--- config.mk ---
export PLATFORM = sky130hd
export DESIGN_NAME = permutation_xor_keystream_core
export DESIGN_NICKNAME = d
export VERILOG_FILES = /design/src/sv/pxk_pkg.sv /design/src/sv/permutation_xor_keystream_core.sv /design/src/sv/pxk_ram.sv
export SDC_FILE = /design/constraint.sdc
export NUM_CORES = 1
export LEC_CHECK = 0
export ABC_AREA = 1
export BUFFER_PORTS_ARGS = -buffer_cell sky130_fd_sc_hd__buf_4
export CAP_MARGIN = 0
export CORE_ASPECT_RATIO = 0.6
export CORE_MARGIN = 2
export CORE_UTILIZATION = 57
export DETAILED_ROUTE_END_ITERATION = 12
export PLACE_DENSITY = 0.74
export SETUP_SLACK_MARGIN = 0.02
export SYNTH_ARGS = -nofsm -noshare
export SYNTH_HDL_FRONTEND = slang
export SYNTH_SLANG_ARGS = --single-unit
--- constraint.sdc ---
create_clock -name clk_i -period 3.15 [get_ports clk_i]
set_input_delay 0 -clock clk_i [delete_from_list [all_inputs] [get_ports clk_i]]
set_output_delay 0 -clock clk_i [all_outputs]
set_load 0.03 [all_outputs]
--- src/sv/pxk_pkg.sv ---
// Shared types, constants and helpers for the permutation XOR keystream core.
`default_nettype none

package pxk_pkg;

  // Array length and derived widths
  localparam int LENGTH   = 21;
  localparam int ADDR_W   = $clog2(LENGTH);
  localparam int CNT_W    = $clog2(LENGTH + 1);
  localparam int INDEX_W  = 5;
  localparam int BYTE_W   = 8;

  // Request codes
  typedef enum logic [1:0] {
    MODE_KEY    = 2'd0,
    MODE_FIXED  = 2'd1,
    MODE_EVOLVE = 2'd2,
    MODE_STEP   = 2'd3
  } pxk_mode_e;

  // Sequencer states
  typedef enum logic [1:0] {
    ST_IDLE,
    ST_XOR,
    ST_CONJ
  } pxk_state_e;

  // Input request
  typedef struct packed {
    pxk_mode_e            mode;
    logic [INDEX_W-1:0]   index;
    logic [BYTE_W-1:0]    value;
  } pxk_in_t;

  // Output request
  typedef struct packed {
    logic [BYTE_W-1:0]    key_byte;
    logic                 last;
  } pxk_out_t;

  // Map an out-of-range table entry to position zero
  function automatic logic [ADDR_W-1:0] pos_of(input logic [ADDR_W-1:0] v);
    return (int'(v) < LENGTH) ? v : '0;
  endfunction

endpackage

`default_nettype wire

--- src/sv/permutation_xor_keystream_core.sv ---
// Top level: keystream generator over a byte array and two permutations held in RAMs.
//
//  channel | direction | handshake               | payload
//  --------+-----------+-------------------------+----------------------------------
//  in      | input     | in_valid_i / in_ready_o | in_req_i  (mode, index, value)
//  out     | output    | out_valid_o/out_ready_i | out_req_o (key_byte, last)
//
// In-range load requests are written straight into the RAMs.
// A step request runs a three-stage
// read/XOR/write pass over the byte RAMs, then a four-stage conjugation pass
// (inverse, evolving, fixed lookups) that writes the spare evolving bank.
// Output back-pressure freezes the XOR pass; the conjugation pass never stalls.
// Reset clears only control state; RAM contents are undefined until loaded.
`default_nettype none

module permutation_xor_keystream_core (
  input  wire logic             clk_i,
  input  wire logic             rst_ni,
  input  wire logic             in_valid_i,
  output logic                  in_ready_o,
  input  wire pxk_pkg::pxk_in_t in_req_i,
  output logic                  out_valid_o,
  input  wire logic             out_ready_i,
  output pxk_pkg::pxk_out_t     out_req_o
);

  import pxk_pkg::*;

  pxk_state_e state_q, state_d;
  logic [CNT_W-1:0] cnt_q, cnt_d;
  logic [2:0] vld_q, vld_d;
  logic [ADDR_W-1:0] idx1_q, idx2_q, idx3_q;
  logic [ADDR_W-1:0] p2_q;
  logic sel_q, sel_d;
  logic fwd_vld_q, fwd_vld_d;
  logic [ADDR_W-1:0] fwd_idx_q;
  logic [BYTE_W-1:0] fwd_data_q;
  logic out_valid_q, out_valid_d;
  pxk_out_t out_q;

  logic xor_act, conj_act;
  logic in_acc, step_acc, idx_ok, val_ok;
  logic ld_key, ld_fix, ld_evo;
  logic adv, go, issue, xor_done, conj_done;
  logic x_we, conj_we;
  logic [ADDR_W-1:0] ld_addr, ld_val;
  logic [BYTE_W-1:0] ba_rd, bb_rd, a_byte, x_byte;
  logic [ADDR_W-1:0] ev_rd, ev_raddr, f_rd, finv_rd;
  logic [ADDR_W-1:0] ev_rd_bank [2];
  logic ev_re, finv_re;

  // Load decode
  assign in_acc   = in_valid_i && in_ready_o;
  assign idx_ok   = int'(in_req_i.index) < LENGTH;
  assign val_ok   = int'(in_req_i.value) < LENGTH;
  assign step_acc = in_acc && (in_req_i.mode == MODE_STEP);
  assign ld_key   = in_acc && (in_req_i.mode == MODE_KEY) && idx_ok;
  assign ld_fix   = in_acc && (in_req_i.mode == MODE_FIXED) && idx_ok && val_ok;
  assign ld_evo   = in_acc && (in_req_i.mode == MODE_EVOLVE) && idx_ok && val_ok;
  assign ld_addr  = ADDR_W'(in_req_i.index);
  assign ld_val   = ADDR_W'(in_req_i.value);

  // Pipeline advance: the XOR pass waits on a full output register
  assign adv       = !out_valid_q || out_ready_i;
  assign go        = xor_act ? adv : 1'b1;
  assign issue     = (xor_act || conj_act) && go && (cnt_q < CNT_W'(LENGTH));
  assign xor_done  = xor_act && (cnt_q == CNT_W'(LENGTH)) && !vld_q[0] && !vld_q[1];
  assign conj_done = conj_act && (cnt_q == CNT_W'(LENGTH)) && (vld_q == 3'b000);

  // Next state
  always_comb begin
    state_d = state_q;
    unique case (state_q)
      ST_IDLE: if (step_acc) state_d = ST_XOR;
      ST_XOR:  if (xor_done) state_d = ST_CONJ;
      ST_CONJ: if (conj_done) state_d = ST_IDLE;
      default: state_d = ST_IDLE;
    endcase
  end

  // State outputs
  always_comb begin
    in_ready_o = 1'b0;
    xor_act    = 1'b0;
    conj_act   = 1'b0;
    unique case (state_q)
      ST_IDLE: in_ready_o = 1'b1;
      ST_XOR:  xor_act    = 1'b1;
      ST_CONJ: conj_act   = 1'b1;
      default: in_ready_o = 1'b0;
    endcase
  end

  // Entry counter, stage valids, bank select
  always_comb begin
    cnt_d = cnt_q;
    if (step_acc || xor_done) begin
      cnt_d = '0;
    end else if (issue) begin
      cnt_d = cnt_q + CNT_W'(1);
    end
    vld_d = vld_q;
    if (go) begin
      vld_d = {vld_q[1] && conj_act, vld_q[0], issue};
    end
    sel_d = conj_done ? !sel_q : sel_q;
  end

  // XOR stage: forward the previous write when it hits the permuted index
  assign a_byte  = (fwd_vld_q && (fwd_idx_q == p2_q)) ? fwd_data_q : ba_rd;
  assign x_byte  = bb_rd ^ a_byte;
  assign x_we    = xor_act && go && vld_q[1];
  assign conj_we = conj_act && vld_q[2];

  always_comb begin
    fwd_vld_d = fwd_vld_q;
    if (step_acc) begin
      fwd_vld_d = 1'b0;
    end else if (x_we) begin
      fwd_vld_d = 1'b1;
    end
    out_valid_d = out_valid_q;
    if (x_we) begin
      out_valid_d = 1'b1;
    end else if (out_ready_i) begin
      out_valid_d = 1'b0;
    end
  end

  // Control registers
  always_ff @(posedge clk_i or negedge rst_ni) begin
    if (!rst_ni) begin
      state_q     <= ST_IDLE;
      cnt_q       <= '0;
      vld_q       <= '0;
      sel_q       <= 1'b0;
      fwd_vld_q   <= 1'b0;
      out_valid_q <= 1'b0;
    end else begin
      state_q     <= state_d;
      cnt_q       <= cnt_d;
      vld_q       <= vld_d;
      sel_q       <= sel_d;
      fwd_vld_q   <= fwd_vld_d;
      out_valid_q <= out_valid_d;
    end
  end

  // Payload registers
  always_ff @(posedge clk_i) begin
    if (go) begin
      idx1_q <= cnt_q[ADDR_W-1:0];
      idx2_q <= idx1_q;
      idx3_q <= idx2_q;
      p2_q   <= pos_of(ev_rd);
    end
    if (x_we) begin
      fwd_idx_q      <= idx2_q;
      fwd_data_q     <= x_byte;
      out_q.key_byte <= x_byte;
      out_q.last     <= (idx2_q == ADDR_W'(LENGTH - 1));
    end
  end

  assign out_valid_o = out_valid_q;
  assign out_req_o   = out_q;

  // Byte store, two copies for the two reads of the XOR pass
  pxk_ram #(.WIDTH(BYTE_W), .DEPTH(LENGTH)) u_byte_a (
    .clk_i   (clk_i),
    .we_i    (ld_key || x_we),
    .waddr_i (x_we ? idx2_q : ld_addr),
    .wdata_i (x_we ? x_byte : in_req_i.value),
    .re_i    (x_we || (xor_act && go && vld_q[0])),
    .raddr_i (pos_of(ev_rd)),
    .rdata_o (ba_rd)
  );

  pxk_ram #(.WIDTH(BYTE_W), .DEPTH(LENGTH)) u_byte_b (
    .clk_i   (clk_i),
    .we_i    (ld_key || x_we),
    .waddr_i (x_we ? idx2_q : ld_addr),
    .wdata_i (x_we ? x_byte : in_req_i.value),
    .re_i    (xor_act && go && vld_q[0]),
    .raddr_i (idx1_q),
    .rdata_o (bb_rd)
  );

  // Evolving permutation, two banks swapped after each conjugation
  assign ev_re    = (xor_act && issue) || (conj_act && vld_q[0]);
  assign ev_raddr = xor_act ? cnt_q[ADDR_W-1:0] : pos_of(finv_rd);
  assign ev_rd    = ev_rd_bank[sel_q];

  for (genvar g = 0; g < 2; g++) begin : g_evo
    pxk_ram #(.WIDTH(ADDR_W), .DEPTH(LENGTH)) u_evo (
      .clk_i   (clk_i),
      .we_i    ((ld_evo && (sel_q == 1'(g))) || (conj_we && (sel_q != 1'(g)))),
      .waddr_i (conj_we ? idx3_q : ld_addr),
      .wdata_i (conj_we ? f_rd : ld_val),
      .re_i    (ev_re),
      .raddr_i (ev_raddr),
      .rdata_o (ev_rd_bank[g])
    );
  end

  // Fixed permutation and its inverse
  assign finv_re = conj_act && issue;

  pxk_ram #(.WIDTH(ADDR_W), .DEPTH(LENGTH)) u_fixed (
    .clk_i   (clk_i),
    .we_i    (ld_fix),
    .waddr_i (ld_addr),
    .wdata_i (ld_val),
    .re_i    (conj_act && vld_q[1]),
    .raddr_i (pos_of(ev_rd)),
    .rdata_o (f_rd)
  );

  pxk_ram #(.WIDTH(ADDR_W), .DEPTH(LENGTH)) u_fixed_inv (
    .clk_i   (clk_i),
    .we_i    (ld_fix),
    .waddr_i (ld_val),
    .wdata_i (ld_addr),
    .re_i    (finv_re),
    .raddr_i (cnt_q[ADDR_W-1:0]),
    .rdata_o (finv_rd)
  );

  // Checks
  a_no_stage3_in_xor: assert property (@(posedge clk_i) disable iff (!rst_ni)
    xor_act |-> !vld_q[2])
    else $error("third stage active during XOR pass");

  a_cnt_bound: assert property (@(posedge clk_i) disable iff (!rst_ni)
    cnt_q <= CNT_W'(LENGTH))
    else $error("entry counter beyond array length");

  a_out_from_xor: assert property (@(posedge clk_i) disable iff (!rst_ni)
    $rose(out_valid_q) |-> $past(state_q) == ST_XOR)
    else $error("output produced outside XOR pass");

  a_bank_swap: assert property (@(posedge clk_i) disable iff (!rst_ni)
    conj_done |=> sel_q != $past(sel_q))
    else $error("evolving bank not swapped after conjugation");

  a_xor_no_load: assert property (@(posedge clk_i) disable iff (!rst_ni)
    x_we |-> !ld_key)
    else $error("load collides with XOR write-back");

endmodule

`default_nettype wire

--- src/sv/pxk_ram.sv ---
// Generic single-write, single-read RAM with registered read data (read-old on collision).
`default_nettype none

module pxk_ram #(
  parameter int WIDTH = 8,
  parameter int DEPTH = 2,
  localparam int AW   = (DEPTH > 1) ? $clog2(DEPTH) : 1
) (
  input  wire logic             clk_i,
  input  wire logic             we_i,
  input  wire logic [AW-1:0]    waddr_i,
  input  wire logic [WIDTH-1:0] wdata_i,
  input  wire logic             re_i,
  input  wire logic [AW-1:0]    raddr_i,
  output logic      [WIDTH-1:0] rdata_o
);

  logic [WIDTH-1:0] mem_q [DEPTH];
  logic [WIDTH-1:0] rdata_q;

  // Write port
  always_ff @(posedge clk_i) begin
    if (we_i) begin
      mem_q[waddr_i] <= wdata_i;
    end
  end

  // Registered read port
  always_ff @(posedge clk_i) begin
    if (re_i) begin
      rdata_q <= mem_q[raddr_i];
    end
  end

  assign rdata_o = rdata_q;

endmodule

`default_nettype wire
==> flow_metrics.env <==
export IMPL_worstMarginPinSlew_ns=1.10
export IMPL_port_buffers=29
export IMPL_hold_violations=0
export IMPL_fin_util_pct=64.3
export IMPL_ys_top_cells_by_count="658 x edfxtp_1, 441 x nand3_1, 391 x nand2_1, 338 x inv_1, 290 x nor2_1"
export IMPL_num_io_pins=30
export IMPL_cts_path_max_buffers=3
export IMPL_period_needed_ns=2.86
export IMPL_diodes=0
export IMPL_fp_dieH_um=183
export IMPL_drt_pre_antenna_iters=7
export IMPL_crit_path_end_kind="flop"
export IMPL_die_area_um2=55400
export IMPL_routabilityCongestion=0.964
export IMPL_syn_avg_cell_area_um2=10.5
export IMPL_crit_reg2reg_launch="state_q[1]$_DFFE_PN0P_"
export IMPL_synth_area_top_cells="edfxtp_1 65%, nand3_1 7.2%, nand2_1 4.8%"
export IMPL_period_share_pct=90.9
export IMPL_cts_root_buf="clkbuf_16"
export IMPL_cts_max_level=2
export IMPL_rrSetupSlack_ns=0.29
export IMPL_wl_per_cell_um=22.8
export IMPL_drtAntennaViolNets=0
export IMPL_drive_above_1_share_pct=9.14
export IMPL_critPathKind="flop to flop"
export IMPL_numCtsBuffers=59
export IMPL_power_density_nw_per_um2=521
export IMPL_wl_mm=83.8
export IMPL_cp_num_buf_inv=5
export IMPL_cp_arrival_ns=3.10
export IMPL_grt_max_degree=114
export IMPL_postSynthCellCount=2893
export IMPL_slowest_delay_ns=0.60
export IMPL_synth_edf_count=658
export IMPL_clk_latency_ns=0.62
export IMPL_status="completed"
export IMPL_initial_core_util_pct=57.8
export IMPL_slowest_stage="nor2_1"
export IMPL_crit_path_start="state_q[1]$_DFFE_PN0P_"
export IMPL_synth_seq_area_share_pct=65.9
export IMPL_syn_area_um2=30500
export IMPL_relSlewSlack_pct=26.6
export IMPL_vias=22800
export IMPL_synth_nets=2914
export IMPL_ir_worst_vdd_v=0.000472
export IMPL_cts_tree="built"
export IMPL_hp_class="input pin to flop"
export IMPL_synthArstFlopShare_pct=1.94
export IMPL_drv_cap=0
export IMPL_cts_sinks=671
export IMPL_dp_hpwl_mm=55.1
export IMPL_overflow=0
export IMPL_path_cells="inv_1 > nand2_1 > nor2_1 > inv_1 > nor2_2 > inv_2 > buf_4 > o21ai_0 > nand3_1 > buf_4 > nor2_1"
export IMPL_leakage_nw=12.8
export IMPL_grt_pass1_vias=20900
export IMPL_yosysTopAreaCellShare_pct=64.8
export IMPL_worstHoldPathCells=8
export IMPL_drtIter0Drc=3845
export IMPL_cp_required_ns=3.38
export IMPL_yosysWarnings=0
export IMPL_globalRouteTotalUtil_pct=30.0
export IMPL_synthFlopType="edfxtp_1"
export IMPL_ys_ff_latch=671
export IMPL_worst_r2r_path_depth=11
export IMPL_coreArea_um2=52700
export IMPL_drv_slew=0
export IMPL_nNetsFinal=2948
export IMPL_path_max_fanout=14
export IMPL_drc_errors=0
export IMPL_rsz0062_at_grt="no"
export IMPL_die_w_um=303
export IMPL_yosysUniqueCellTypes=43
export IMPL_syn_to_final_growth_pct=11.2
export IMPL_fillers=4030
export IMPL_worstHoldEndpoint="cnt_q[4]$_DFFE_PN0P_"
export IMPL_yosysMostFrequentCell="edfxtp_1"
export IMPL_r2r_end="u_byte_b.mem_q[8][6]$_DFFE_PP_"
export IMPL_clkTransAtPathRegs_ns=0.07
export IMPL_viasPerCell=6.19
export IMPL_grt_pass1_wl_mm=125
export IMPL_synth_area_leader_cell="edfxtp_1"
export IMPL_timing_setup_tns_ns=0
export IMPL_antenna_found_initial=1
export IMPL_finalSetupViolations=0
export IMPL_rows=65
export IMPL_critPathLaunchType="flop"
export IMPL_max_clock_freq_mhz=349
export IMPL_skew_ns=0.0183
export IMPL_crit_family="simple AND/OR/NAND/NOR gates"
export IMPL_holdCritStartpoint="in_valid_i"
-- tightest hold or removal path, cell delays in order --
cell     delay, ns
buf_4         0.11
nand2_1       0.06
nor2_1        0.13
nand2_1       0.09
inv_1         0.06
nor2_1        0.07
inv_1         0.07
a21oi_1       0.04
-- cells by family after synthesis --
kind of cell	after synthesis	synth area share, %
AND/OR/NAND/NOR	1277	19.2
flip-flops	671	65.9
buffers and inverters	517	6.74
AO/OA/AOI/OAI	415	7.79
XOR/XNOR	11	0.316
adder cells (fa/ha/maj)	2	0.0821
-- where the power goes --
part           total (mW)  internal, mW  switching (mW)  leakage (nW)
logic               0.308        0.0613           0.247          5.73
clock network        7.58          4.31            3.26         0.969
registers            9.78          9.77        0.000493          6.07
total                17.7          14.1            3.51          12.8
-- cells in the final DEF (no fill, tap or decap), drive strengths merged --
cell type and count:
o21ai 224, buf 122, o32ai 1, dfrtp 13, xor2 11, clkinvlp 3, bufinv 10, o41ai 1
o31ai 1, nand2 397, o22ai 12, nand4 13, inv 346, dlygate4sd3 16, o21a 1, clkbuf 73
nand3b 80, a221oi 1, o2111ai 31, nor3 18, and3 1, clkinv 30, nand3 441, ha 2
o221ai 3, nor4 4, a31oi 2, nor2 292, o21bai 8, a32oi 8, or2 31, a21oi 92
o211ai 30, edfxtp 658
-- through the flow --
step / cells / hold slack [ns] / instance area [um^2] / power (mW) / setup WS [ns]
finish: 3679 / 0.0606 / 33900 / 17.7 / 0.286
global route: 3679 / 0.0750 / 33900 / 18.1 / 0.0428
CTS: 3679 / 0.0289 / 33900 / 17.7 / 0.310
detailed placement: 3553 / -0.140 / 31700 / 10.3 / 0.325
global placement: 3553 / -0.146 / 31700 / 10.3 / 0.470
floorplan: 2893 / -0.296 / 30500 / 10.1 / 0.0575
-- flip-flops by register name, indices dropped and copies added (netlist names), 8 cells and up --
name                 flops
g_evo.u_evo.mem_q      210
u_byte_b.mem_q         168
g_evo.u_evo.rdata_o     10
u_byte_a.rdata_o         8
u_fixed_inv.mem_q      105
u_fixed.mem_q          105
u_byte_b.rdata_o         8
out_req_o                9
-- metal layers --
layer	global-route usage, %	wire length, um
met5	0	0
met4	5.79	1440
met3	8.48	12500
met2	41.1	34600
met1	47.7	35200
-- worst max-delay path by stage --
stage                                           end  slack, ns  cells after the start
6_report             u_byte_b.mem_q[8][6]$_DFFE_PP_       0.29                     11
5_1_grt              u_byte_b.mem_q[8][6]$_DFFE_PP_       0.04                     11
4_1_cts             u_byte_b.mem_q[11][7]$_DFFE_PP_       0.31                     11
3_5_place_dp        u_byte_b.mem_q[11][3]$_DFFE_PP_       0.32                     11
3_3_place_gp         u_byte_b.mem_q[8][4]$_DFFE_PP_       0.47                     11
2_1_floorplan  g_evo[0].u_evo.mem_q[0][0]$_DFFE_PP_       0.06                      6
-- cell type report --
class                           instances  area [um^2]  area share [%]
Multi-Input combinational cell       1705         8460            25.0
Tap cell                              703          880            2.60
Timing Repair Buffer                  138         1140            3.36
Inverter                              352         1320            3.90
Clock buffer                           73         1550            4.58
Clock inverter                         37          452            1.33
Sequential cell                       671        20100            59.3
-- timing repair --
action / CTS / global route
resized for setup: 0 / 1
setup endpoints to repair: 0 / 8
hold buffers: 16 / 0
hold endpoints to repair: 231 / 0
setup buffers: 0 / 0
Power figures use the tool's default switching activity.
